[src/hw/rtl/bpd_pkg.sv]
// ---------------------------------------------------------------------------
// bpd_pkg
// Shared types, register codes and helpers for the button press duration
// event block.
// ---------------------------------------------------------------------------
`default_nettype none

package bpd_pkg;

    localparam int unsigned MaxButtons  = 4;
    localparam int unsigned MaxEncoders = 4;

    // event bit positions
    localparam int unsigned EvDown  = 0;
    localparam int unsigned EvUp    = 1;
    localparam int unsigned EvTap   = 2;
    localparam int unsigned EvHold  = 3;
    localparam int unsigned EvLong  = 4;
    localparam int unsigned EvVlong = 5;

    // crossed-mark bit positions
    localparam int unsigned MarkHold  = 0;
    localparam int unsigned MarkLong  = 1;
    localparam int unsigned MarkVlong = 2;

    localparam logic [31:0] DebounceReset = 32'd20000;
    localparam logic [31:0] HoldReset     = 32'd300000;
    localparam logic [31:0] LongReset     = 32'd1000000;
    localparam logic [31:0] VlongReset    = 32'd3000000;

    typedef enum logic [1:0] {
        CFG_DEBOUNCE = 2'd0,
        CFG_HOLD     = 2'd1,
        CFG_LONG     = 2'd2,
        CFG_VLONG    = 2'd3
    } t_cfg_idx;

    typedef struct packed {
        logic [31:0] debounce_us;
        logic [31:0] hold_us;
        logic [31:0] long_us;
        logic [31:0] very_long_us;
    } t_thresholds;

    typedef struct packed {
        logic        en;
        logic        drain;
        logic [15:0] tick_us;
    } t_step_ctl;

    function automatic logic [31:0] sat_add32(logic [31:0] a, logic [15:0] b);
        logic [32:0] s;
        s = {1'b0, a} + {17'd0, b};
        return s[32] ? 32'hFFFF_FFFF : s[31:0];
    endfunction

endpackage

`default_nettype wire

[src/hw/rtl/bpd_cfg.sv]
// ---------------------------------------------------------------------------
// bpd_cfg
// APB-style register file holding the four press time thresholds.
// ---------------------------------------------------------------------------
`default_nettype none

module bpd_cfg (
    input  wire                 i_clk,
    input  wire                 i_rst_n,
    input  wire                 psel,
    input  wire                 penable,
    input  wire                 pwrite,
    input  wire  [3:0]          paddr,
    input  wire  [31:0]         pwdata,
    output logic [31:0]         prdata,
    output logic                pready,
    output bpd_pkg::t_thresholds o_thr
);

    bpd_pkg::t_thresholds r_thr;
    bpd_pkg::t_cfg_idx    idx;

    assign idx    = bpd_pkg::t_cfg_idx'(paddr[3:2]);
    assign pready = 1'b1;
    assign o_thr  = r_thr;

    always_ff @(posedge i_clk) begin
        if (!i_rst_n) begin
            r_thr.debounce_us  <= bpd_pkg::DebounceReset;
            r_thr.hold_us      <= bpd_pkg::HoldReset;
            r_thr.long_us      <= bpd_pkg::LongReset;
            r_thr.very_long_us <= bpd_pkg::VlongReset;
        end else if (psel && penable && pwrite) begin
            unique case (idx)
                bpd_pkg::CFG_DEBOUNCE: r_thr.debounce_us  <= pwdata;
                bpd_pkg::CFG_HOLD:     r_thr.hold_us      <= pwdata;
                bpd_pkg::CFG_LONG:     r_thr.long_us      <= pwdata;
                bpd_pkg::CFG_VLONG:    r_thr.very_long_us <= pwdata;
            endcase
        end
    end

    always_comb begin
        unique case (idx)
            bpd_pkg::CFG_DEBOUNCE: prdata = r_thr.debounce_us;
            bpd_pkg::CFG_HOLD:     prdata = r_thr.hold_us;
            bpd_pkg::CFG_LONG:     prdata = r_thr.long_us;
            bpd_pkg::CFG_VLONG:    prdata = r_thr.very_long_us;
        endcase
    end

endmodule

`default_nettype wire

[src/hw/rtl/bpd_button.sv]
// ---------------------------------------------------------------------------
// bpd_button
// Per-button tracker: level, held time, crossed thresholds and sticky
// event bits. Gives the event snapshot for the item in flight.
// ---------------------------------------------------------------------------
`default_nettype none

module bpd_button (
    input  wire                  i_clk,
    input  wire                  i_rst_n,
    input  bpd_pkg::t_step_ctl   i_ctl,
    input  wire                  i_level,
    input  bpd_pkg::t_thresholds i_thr,
    output logic [5:0]           o_snap
);

    logic        r_level;
    logic [31:0] r_held;
    logic [2:0]  r_marks;
    logic [5:0]  r_events;

    logic        n_level;
    logic [31:0] n_held;
    logic [2:0]  n_marks;
    logic [5:0]  n_events;
    logic [31:0] held_sum;

    assign held_sum = bpd_pkg::sat_add32(r_held, i_ctl.tick_us);

    always_comb begin
        n_level  = r_level;
        n_held   = r_held;
        n_marks  = r_marks;
        n_events = r_events;
        if (i_ctl.drain) begin
            n_events = 6'd0;
        end else if (i_level && !r_level) begin
            // press edge: restart the hold timer, this tick is not counted
            n_events[bpd_pkg::EvDown] = 1'b1;
            n_held  = 32'd0;
            n_marks = 3'd0;
            n_level = 1'b1;
        end else if (i_level) begin
            n_held = held_sum;
            if (!r_marks[bpd_pkg::MarkHold] && held_sum >= i_thr.hold_us) begin
                n_events[bpd_pkg::EvHold] = 1'b1;
                n_marks[bpd_pkg::MarkHold] = 1'b1;
            end
            if (!r_marks[bpd_pkg::MarkLong] && held_sum >= i_thr.long_us) begin
                n_events[bpd_pkg::EvLong] = 1'b1;
                n_marks[bpd_pkg::MarkLong] = 1'b1;
            end
            if (!r_marks[bpd_pkg::MarkVlong] && held_sum >= i_thr.very_long_us) begin
                n_events[bpd_pkg::EvVlong] = 1'b1;
                n_marks[bpd_pkg::MarkVlong] = 1'b1;
            end
        end else if (r_level) begin
            // release: the release tick still counts toward the press time
            n_held  = held_sum;
            n_level = 1'b0;
            if (held_sum >= i_thr.debounce_us) begin
                n_events[bpd_pkg::EvUp] = 1'b1;
                if (held_sum < i_thr.hold_us) begin
                    n_events[bpd_pkg::EvTap] = 1'b1;
                end
            end
        end
        // a drain reports the events before clearing
        o_snap = i_ctl.drain ? r_events : n_events;
    end

    always_ff @(posedge i_clk) begin
        if (!i_rst_n) begin
            r_level  <= 1'b0;
            r_held   <= 32'd0;
            r_marks  <= 3'd0;
            r_events <= 6'd0;
        end else if (i_ctl.en) begin
            r_level  <= n_level;
            r_held   <= n_held;
            r_marks  <= n_marks;
            r_events <= n_events;
        end
    end

endmodule

`default_nettype wire

[src/hw/rtl/bpd_accum.sv]
// ---------------------------------------------------------------------------
// bpd_accum
// Saturating accumulators for elapsed tick time and encoder movement.
// ---------------------------------------------------------------------------
`default_nettype none

module bpd_accum #(
    parameter int unsigned NUM_ENCODERS = 4
) (
    input  wire                i_clk,
    input  wire                i_rst_n,
    input  bpd_pkg::t_step_ctl i_ctl,
    input  wire  [3:0][7:0]    i_steps,
    output logic [31:0]        o_elapsed,
    output logic [3:0][15:0]   o_totals
);

    logic [31:0] r_elapsed;
    logic [31:0] n_elapsed;

    always_comb begin
        n_elapsed = i_ctl.drain ? 32'd0 : bpd_pkg::sat_add32(r_elapsed, i_ctl.tick_us);
        o_elapsed = i_ctl.drain ? r_elapsed : n_elapsed;
    end

    always_ff @(posedge i_clk) begin
        if (!i_rst_n) begin
            r_elapsed <= 32'd0;
        end else if (i_ctl.en) begin
            r_elapsed <= n_elapsed;
        end
    end

    for (genvar e = 0; e < bpd_pkg::MaxEncoders; e++) begin : g_enc
        if (e < NUM_ENCODERS) begin : g_used
            logic [15:0] r_sum;
            logic [15:0] n_sum;
            logic [16:0] wide;

            assign wide = {r_sum[15], r_sum} + {{9{i_steps[e][7]}}, i_steps[e]};

            always_comb begin
                if (i_ctl.drain) begin
                    n_sum = 16'd0;
                end else if (wide[16] != wide[15]) begin
                    // clamp on overflow in either direction
                    n_sum = wide[16] ? 16'h8000 : 16'h7FFF;
                end else begin
                    n_sum = wide[15:0];
                end
            end

            assign o_totals[e] = i_ctl.drain ? r_sum : n_sum;

            always_ff @(posedge i_clk) begin
                if (!i_rst_n) begin
                    r_sum <= 16'd0;
                end else if (i_ctl.en) begin
                    r_sum <= n_sum;
                end
            end
        end else begin : g_unused
            assign o_totals[e] = 16'd0;
        end
    end

endmodule

`default_nettype wire

[src/hw/rtl/button_press_duration_events.sv]
// ---------------------------------------------------------------------------
// button_press_duration_events
// Button press duration events with saturating time and encoder totals.
//
// Input channel (i_in_valid / o_in_stall): one beat is a tick (i_action 0)
// with elapsed microseconds, button levels and encoder steps, or a drain
// (i_action 1) that reports and clears the sticky events and totals.
// Output channel (o_out_valid / i_out_stall): one snapshot beat per input
// beat, in order. A tick shows values after its update, a drain shows the
// values before clearing.
// An input beat is captured in the input register, then the per-button and
// accumulator update writes it into the output register.
// Throughput: one beat per cycle while the output is not stalled, set by the
// combinational update of the 32-bit held-time adders and threshold compares.
// Stall: while the output register holds an untaken beat and i_out_stall is
// high, the item in the input register waits and o_in_stall rises.
// Reset clears all button state, totals and events, empties both registers
// and loads the threshold registers with their defaults. The user must write
// thresholds over the APB-style port while idle; the block does not enforce it.
// ---------------------------------------------------------------------------
`default_nettype none

module button_press_duration_events #(
    parameter int unsigned NUM_BUTTONS  = 4,
    parameter int unsigned NUM_ENCODERS = 4
) (
    input  wire                i_clk,
    input  wire                i_rst_n,
    // configuration
    input  wire                psel,
    input  wire                penable,
    input  wire                pwrite,
    input  wire  [3:0]         paddr,
    input  wire  [31:0]        pwdata,
    output logic [31:0]        prdata,
    output logic               pready,
    // input channel
    input  wire                i_in_valid,
    output logic               o_in_stall,
    input  wire                i_action,
    input  wire  [15:0]        i_tick_us,
    input  wire  [3:0]         i_buttons_down,
    input  wire  signed [7:0]  i_enc0_step,
    input  wire  signed [7:0]  i_enc1_step,
    input  wire  signed [7:0]  i_enc2_step,
    input  wire  signed [7:0]  i_enc3_step,
    // output channel
    output logic               o_out_valid,
    input  wire                i_out_stall,
    output logic [31:0]        o_elapsed_us,
    output logic [5:0]         o_btn0_events,
    output logic [5:0]         o_btn1_events,
    output logic [5:0]         o_btn2_events,
    output logic [5:0]         o_btn3_events,
    output logic signed [15:0] o_enc0_total,
    output logic signed [15:0] o_enc1_total,
    output logic signed [15:0] o_enc2_total,
    output logic signed [15:0] o_enc3_total
);

    bpd_pkg::t_thresholds thr;
    bpd_pkg::t_step_ctl   ctl;

    logic               r_in_valid;
    logic               r_action;
    logic [15:0]        r_tick_us;
    logic [3:0]         r_buttons;
    logic [3:0][7:0]    r_steps;

    logic               r_out_valid;
    logic [31:0]        r_elapsed;
    logic [3:0][5:0]    r_events;
    logic [3:0][15:0]   r_totals;

    logic               advance;
    logic [31:0]        snap_elapsed;
    logic [3:0][5:0]    snap_events;
    logic [3:0][15:0]   snap_totals;

    bpd_cfg u_cfg (
        .i_clk   (i_clk),
        .i_rst_n (i_rst_n),
        .psel    (psel),
        .penable (penable),
        .pwrite  (pwrite),
        .paddr   (paddr),
        .pwdata  (pwdata),
        .prdata  (prdata),
        .pready  (pready),
        .o_thr   (thr)
    );

    // move the held item forward whenever the output register is free or drains
    assign advance    = r_in_valid && (!r_out_valid || !i_out_stall);
    assign o_in_stall = r_in_valid && !advance;

    assign ctl.en      = advance;
    assign ctl.drain   = r_action;
    assign ctl.tick_us = r_tick_us;

    always_ff @(posedge i_clk) begin
        if (!i_rst_n) begin
            r_in_valid <= 1'b0;
        end else if (!o_in_stall) begin
            r_in_valid <= i_in_valid;
        end
    end

    always_ff @(posedge i_clk) begin
        if (i_in_valid && !o_in_stall) begin
            r_action  <= i_action;
            r_tick_us <= i_tick_us;
            r_buttons <= i_buttons_down;
            r_steps   <= {i_enc3_step, i_enc2_step, i_enc1_step, i_enc0_step};
        end
    end

    for (genvar b = 0; b < bpd_pkg::MaxButtons; b++) begin : g_btn
        if (b < NUM_BUTTONS) begin : g_used
            bpd_button u_button (
                .i_clk   (i_clk),
                .i_rst_n (i_rst_n),
                .i_ctl   (ctl),
                .i_level (r_buttons[b]),
                .i_thr   (thr),
                .o_snap  (snap_events[b])
            );
        end else begin : g_unused
            assign snap_events[b] = 6'd0;
        end
    end

    bpd_accum #(
        .NUM_ENCODERS (NUM_ENCODERS)
    ) u_accum (
        .i_clk     (i_clk),
        .i_rst_n   (i_rst_n),
        .i_ctl     (ctl),
        .i_steps   (r_steps),
        .o_elapsed (snap_elapsed),
        .o_totals  (snap_totals)
    );

    always_ff @(posedge i_clk) begin
        if (!i_rst_n) begin
            r_out_valid <= 1'b0;
        end else if (advance) begin
            r_out_valid <= 1'b1;
        end else if (!i_out_stall) begin
            r_out_valid <= 1'b0;
        end
    end

    always_ff @(posedge i_clk) begin
        if (advance) begin
            r_elapsed <= snap_elapsed;
            r_events  <= snap_events;
            r_totals  <= snap_totals;
        end
    end

    assign o_out_valid   = r_out_valid;
    assign o_elapsed_us  = r_elapsed;
    assign o_btn0_events = r_events[0];
    assign o_btn1_events = r_events[1];
    assign o_btn2_events = r_events[2];
    assign o_btn3_events = r_events[3];
    assign o_enc0_total  = r_totals[0];
    assign o_enc1_total  = r_totals[1];
    assign o_enc2_total  = r_totals[2];
    assign o_enc3_total  = r_totals[3];

endmodule

`default_nettype wire

[config.mk]
export PLATFORM = sky130hd
export DESIGN_NAME = button_press_duration_events
export DESIGN_NICKNAME = d
export VERILOG_FILES = /design/src/hw/rtl/bpd_pkg.sv /design/src/hw/rtl/bpd_cfg.sv /design/src/hw/rtl/bpd_button.sv /design/src/hw/rtl/bpd_accum.sv /design/src/hw/rtl/button_press_duration_events.sv
export SDC_FILE = /design/constraint.sdc
export NUM_CORES = 2
export LEC_CHECK = 0
export ABC_CLOCK_PERIOD_IN_PS = 5580
export BUFFER_PORTS_ARGS = -buffer_cell sky130_fd_sc_hd__buf_2
export CORE_UTILIZATION = 55
export CTS_CLUSTER_DIAMETER = 150
export DETAILED_ROUTE_END_ITERATION = 10
export GPL_ROUTABILITY_DRIVEN = 1
export GPL_TIMING_DRIVEN = 0
export PLACE_DENSITY = 0.81
export SYNTH_ARGS = -nofsm -noshare
export SYNTH_HDL_FRONTEND = slang
export SYNTH_SLANG_ARGS = --single-unit
[constraint.sdc]
create_clock -name i_clk -period 5.58 [get_ports i_clk]
set_input_delay 0 -clock i_clk [delete_from_list [all_inputs] [get_ports i_clk]]
set_output_delay 0 -clock i_clk [all_outputs]
set_load 0.02 [all_outputs]
# Word level (Yosys, flattened, before mapping)
# Cells that the tools add are included.
dict set report totals {
  regBits 567
  out_inout_bits 155
  wordCells 294
}
dict set report classes {
  add_sub_neg 9
  magnitude_cmp 20
  eq_ne 12
  n_mux 114
  n_bitwise 1
  n_reduce_logical 87
}
# operator count
set op_table {}
lappend op_table {{$mux W32} 19}
lappend op_table {{$ge A32 B32 Y1} 16}
lappend op_table {{$mux W16} 16}
lappend op_table {{$add A32 B16 Y33} 5}
lappend op_table {{$lt A32 B32 Y1} 4}
lappend op_table {{$pmux W32 S4} 1}
lappend op_table {{$add A16 B8 Y17} 4}
lappend op_table {{$mux W6} 8}
lappend op_table {{$reduce_and A4 Y1} 12}
lappend op_table {{$mux W1} 42}
lappend op_table {{$mux W3} 12}
lappend op_table {{$reduce_bool A2 Y1} 16}
lappend op_table {{$mux W2} 12}
lappend op_table {{$reduce_and A3 Y1} 8}
lappend op_table {{$logic_and A1 B1 Y1} 21}
lappend op_table {{$logic_not A1 Y1} 20}
lappend op_table {{$mux W5} 4}
lappend op_table {{$reduce_bool A3 Y1} 4}
lappend op_table {{$ne A2 B1 Y1 const B} 5}
lappend op_table {{$reduce_and A2 Y1} 4}
lappend op_table {{$eq A2 B2 Y1 const B} 2}
lappend op_table {{$ne A1 B1 Y1} 4}
lappend op_table {{$eq A2 B1 Y1 const B} 1}
lappend op_table {{$logic_not A2 Y1} 1}
lappend op_table {{2 further kinds} 2}

# Logic depth before layout (Yosys ltp)
dict set report depth {
  word_depth 10
  depth_mapped 22
  ltp_nobuf 19
}

# Modules after synthesis
# A second synthesis with hierarchy kept.
dict set report hier_totals {
  hier_cells 5286
  hier_area_um2 45167.1
}
# mod n_inst cells_each area_per_inst_um2
set modules_own_cells {}
lappend modules_own_cells {{bpd_button at g_btn[2].g_used.u_button ...} 2 875 6387.4}
lappend modules_own_cells {bpd_accum 1 1202 9143.8}
lappend modules_own_cells {{bpd_button at g_btn[0].g_used.u_button} 1 833 6296.0}
lappend modules_own_cells {{bpd_button at g_btn[1].g_used.u_button} 1 798 6077.1}
lappend modules_own_cells {bpd_cfg 1 522 5596.6}
lappend modules_own_cells {button_press_duration_events 1 181 5278.8}

# Worst setup path before layout
# No wires, ideal clock.
dict set report synth_path {
  kind {register to register}
  start {register r_out_valid (netlist: o_out_valid)}
  end {register g_btn[0].g_used.u_button.r_events[0]}
  setup_time_ns 0.079
  t_arrival_ns 4.950
  setup_slack_ns 0.550
  stages_incl_launch_ff 8
  synth_period_minus_slack_ns 5.030
  path_cell_list {dfxtp_1 > nand2_1 > nand2_1 > inv_1 > clkbuf_1 > buf_1 > a31oi_1 > nor2_1}
}
dict set report synth_via {
  elab_chain_len 3
}
# element line
set synth_rtl {}
lappend synth_rtl {{start, declared} button_press_duration_events.sv:70} ;# logic r_out_valid;
lappend synth_rtl {{start signal, assigned} button_press_duration_events.sv:146} ;# r_out_valid <= 1'b0;
lappend synth_rtl {{start signal, assigned} button_press_duration_events.sv:148} ;# r_out_valid <= 1'b1;
lappend synth_rtl {{start signal, assigned} button_press_duration_events.sv:150} ;# r_out_valid <= 1'b0;
lappend synth_rtl {{$logic_not A1 Y1} button_press_duration_events.sv:94} ;# assign advance = r_in_valid && (!r_out_valid || !i_out_stall);
lappend synth_rtl {{$logic_or A1 B1 Y1} button_press_duration_events.sv:94}
lappend synth_rtl {{$logic_and A1 B1 Y1} button_press_duration_events.sv:94}
lappend synth_rtl {{net advance} button_press_duration_events.sv:75} ;# logic advance;
lappend synth_rtl {{end signal, assigned} bpd_button.sv:82} ;# r_events <= n_events;
lappend synth_rtl {{end, declared} bpd_button.sv:20} ;# logic [5:0] r_events;
# The timed path passes the listed nets, and every way through them passes these cells.
# A chain may end at the register's enable or synchronous reset.

# Worst setup path after layout
dict set report layout_path {
  start {register r_tick_us[0]}
  end {register r_events, in the netlist o_btn2_events[3] (data pin)}
}
dict set report layout_via {
  elab_chain_len 9
}
# element line
set layout_rtl {}
lappend layout_rtl {{start, declared} button_press_duration_events.sv:66} ;# logic [15:0] r_tick_us;
lappend layout_rtl {{start signal, assigned} button_press_duration_events.sv:112} ;# r_tick_us <= i_tick_us;
lappend layout_rtl {{$add A32 B16 Y33} bpd_pkg.sv:53} ;# s = {1'b0, a} + {17'd0, b};
lappend layout_rtl {{$mux W32} bpd_pkg.sv:54} ;# return s[32] ? 32'hFFFF_FFFF : s[31:0];
lappend layout_rtl {{$ge A32 B32 Y1} bpd_button.sv:45} ;# if (!r_marks[bpd_pkg::MarkHold] && held_sum >= i_thr.hold_us) begin
lappend layout_rtl {{$logic_and A1 B1 Y1} bpd_button.sv:45}
lappend layout_rtl {{$mux W1} bpd_button.sv:45}
lappend layout_rtl {{$mux W3} bpd_button.sv:43} ;# end else if (i_level) begin
lappend layout_rtl {{$mux W5} bpd_button.sv:37} ;# end else if (i_level && !r_level) begin
lappend layout_rtl {{$mux W6} bpd_button.sv:35} ;# if (i_ctl.drain) begin
lappend layout_rtl {{$mux W6} bpd_button.sv:69} ;# o_snap = i_ctl.drain ? r_events : n_events;
lappend layout_rtl {{net g_btn[2].g_used.u_button.o_snap[3]} bpd_button.sv:14} ;# output logic [5:0] o_snap
lappend layout_rtl {{end signal, assigned} button_press_duration_events.sv:157} ;# r_events <= snap_events;
lappend layout_rtl {{end, declared} button_press_duration_events.sv:72} ;# logic [3:0][5:0] r_events;
# The timed path passes the listed nets, and every way through them passes these cells.

==> impl_metrics.yaml <==
detailed_routing:
  routed_wl_um: 149000
  drt_first_pass_iters: 6
  drc_errors: 0
  wl_met1_um: 58400
  dr.first_iter.drc_count: 5039
  num_vias: 41013
  topRoutingLayerUsed: "met4"
  antenna_left: 0
  viasPerCell: 6.58
  wl_met2_um: 65400
  wl_met3_um: 15600
  routedWlPerCell_um: 23.9
setup_path:
  path_cells: "ha_2 -> fa_1 -> a21o_1 -> a21oi_2 -> o211ai_1 -> a21oi_2 -> o21a_1 -> buf_6 -> or3_4 -> buf_6 -> buf_8 -> buf_6 -> nand2_2 -> ha_1 -> a21o_1 -> a21oi_1 -> nor2b_1 -> o21ai_0 -> a21oi_2 -> or4b_4 -> o21bai_2 -> a21o_1"
  required_ps: 5950
  slowest_stage: "or4b_4"
  cp_data_arrival_time_ps: 6040
  rrSetupSlack_ps: -90
  path_max_fanout: 10
  crit_type: "reg -> reg"
  rr_startpoint: "r_tick_us[0]"
  cp-start-kind: "flop"
  slowest_delay_ps: 600
  reg2regPathDepth: 22
  crit_buf_inv: 4
  crit_family: "compound AO/OA/AOI/OAI gates"
  end_kind: "flop"
  reg2reg_to: "o_btn2_events[3]"
clocking:
  htreeDepth: 3
  cts_tree: "built"
  cts_inserted_buffers: 66
  path_clk_slew_ps: 60
  clock_sinks: 567
  cts_buffer_depth: 3
  clk_latency_ps: 620
  cts-root-buf: "clkbuf_16"
min_path:
  hold_path_end: "u_accum.r_elapsed[20]"
  hold_class: "in -> reg"
  holdPathStages: 3
  hp-start: "i_rst_n"
power_and_ir_drop:
  powerDensity_nw_per_um2: 232
  ir_drop_v: 0.000243
  leakagePower_uw: 0.0213
  fin_total_pwr_uw: 11300
place:
  portBuffers: 247
  hpwl_um: 115000
  routabilityCongestion: 1.03
  post_dp_cell_area_um2: 44600
cells_and_area:
  seqCellArea_um2: 13100
  fillers: 6176
  synthToLayoutAreaGrowth_pct: 15.6
  drive_above_1_share_pct: 12.2
  multiInputGateArea_um2: 28000
  stdcell_area_um2: 48600
  final_common_cell: "ha_1"
  final_cell_mix: "654 x ha_1, 632 x nand2_1, 407 x a21oi_1"
  fin_nets: 5959
synthesis:
  mappedNetlistNets: 5526
  syn_inst: 4765
  ys_seq_area_share_pct: 31.1
  yosysTopAreaCellShare_pct: 19.5
  yosysTopAreaCell: "ha_1"
  synth-async-reset-ratio_pct: 0
  yosysUniqueCellTypes: 99
  yosysWarnings: 0
  ys_top_cells_by_area: "ha_1 20%, dfxtp_1 19%, edfxtp_1 12%, nand2_1 5.7%, a21oi_1 5.0%"
  synth_flop_cell: "dfxtp_1"
  synth_edf_count: 173
  ys_ff_latch: 567
  netlist_area_um2: 42000
  postSynthAreaPerCell_um2: 8.82
timing:
  period_share_pct: 102
  slew_viol_final: 0
  finalCriticalPeriod_ps: 5670
  setup_ws_ps: -89.2
  setup_viol: 3
  max_freq_mhz: 176
  rsz0062_at_grt: "true"
  finalHoldViolations: 0
  tightest_slew_ps: 1330
  skew_ps: 23.2
  maxSlewHeadroom_pct: 11.2
global_route:
  grt_use_total_pct: 37.0
  grt_max_degree: 44
  grt_antenna_before_repair: 2
  grt_pass1_wl_um: 222000
  grt-ovfl-total: 0
  grt_pass1_vias: 37940
die:
  fp.dieW_um: 278
  core_area_um2: 75800
  chipHeight_um: 278
  dieArea_um2: 77500
  rows: 101
  io_pins: 251
  initial_core_util_pct: 55.4
status:
  violations: "negative setup slack"
  status: "finished, violations left"
flow_run:
  cap_violations: 0
synth_stat cells (68+ instances only):
library cell and instances:
nand4_1 75, xnor2_1 72, a211oi_1 73, xor2_1 68, a22o_1 86, ha_1 656, edfxtp_1 173, nor2_1 252
clkbuf_1 139, nand3_1 91, a21o_1 169, o21ai_0 278, inv_1 199, o211ai_1 71, nand2_1 643, dfxtp_1 394
a21oi_1 420
logic make-up after synthesis:
logic type	count (synthesis)	share of synthesized area [%]
other	1	0.00892
buffers and inverters	373	3.51
DFF	567	31.1
muxes	65	2.58
AOI/OAI and AO/OA	1522	23.8
xor gates and xnor gates	140	2.92
and+or+nand+nor	1404	15.4
adders and majority gates	693	20.6
metrics by stage:
step           worst slack [ps]  utilization (%)  TNS, ps  std cells  hold slack (ps)
2_1_floorplan               550                -        0       4765             98.9
3_3_place_gp              -1400             58.7  -205510       5990              177
3_5_place_dp              -1170             58.9   -32320       5996              178
4_1_cts                   -45.2             63.5    -72.8       6219            0.648
5_1_grt                    -254             64.1    -1220       6229             63.7
6_report                  -89.2             64.1     -115       6229             46.9
worst min-delay path: stages:
cell,delay (ps)
buf_2,190
o21ai_1,340
a311oi_1,80
repair_timing:
item,CTS,global route
pin swaps,11,21
setup buffers,12,9
endpoints found under the setup margin,50,46
cloned,0,0
gates resized for setup,55,87
hold buffers,92,0
hold endpoints to repair,198,0
registers in the layout, indices dropped and copies added (netlist names), 4 cells and up:
register / count
g_btn.g_used.u_button.r_held: 128
r_buttons: 4
o_enc2_total: 16
u_cfg.o_thr: 128
o_enc0_total: 16
o_elapsed_us: 32
u_accum.r_elapsed: 32
o_btn0_events: 6
u_accum.g_enc.g_used.r_sum: 64
g_btn.g_used.u_button.r_marks: 12
g_btn.g_used.u_button.r_events: 24
o_enc1_total: 16
o_btn3_events: 6
o_btn1_events: 6
r_tick_us: 16
r_steps: 32
g_btn.g_used.u_button.r_level: 4
o_enc3_total: 16
o_btn2_events: 6
area by class of cell:
cell class	instances	area share (%)
tap	978	2.52
sequential	567	26.9
clock inverter	30	0.852
timing repair buffer	366	5.03
multi-input combinational	3825	57.7
buffer	173	1.57
antenna	1	0.00515
inverter	199	1.54
clock buffer	90	3.83
power by group:
part	switching [uW]	internal, uW	total [uW]
registers	119	4440	4560
clock network	1890	2730	4620
logic	1330	785	2110
metal layers:
layer,vias to the layer above,track usage (%)
li1,18705,-
met1,19389,47.8
met2,2403,57.3
met3,516,7.44
met4,0,22.1
met5,-,0
how the worst max path moves through the flow:
stage | slack (ps) | cells past startpoint | startpoint | end
global placement | -1400 | 7 | o_out_valid | g_btn[0].g_used.u_button.r_events[0]
finish | -90 | 22 | r_tick_us[0] | o_btn2_events[3]
detailed placement | -1170 | 20 | r_tick_us[0] | o_btn0_events[2]
global route | -250 | 22 | r_tick_us[0] | o_btn2_events[3]
CTS | -50 | 20 | r_tick_us[0] | o_btn0_events[2]
floorplan | 550 | 7 | o_out_valid | g_btn[0].g_used.u_button.r_events[0]
Note: power is estimated with default switching activity, not from simulation.
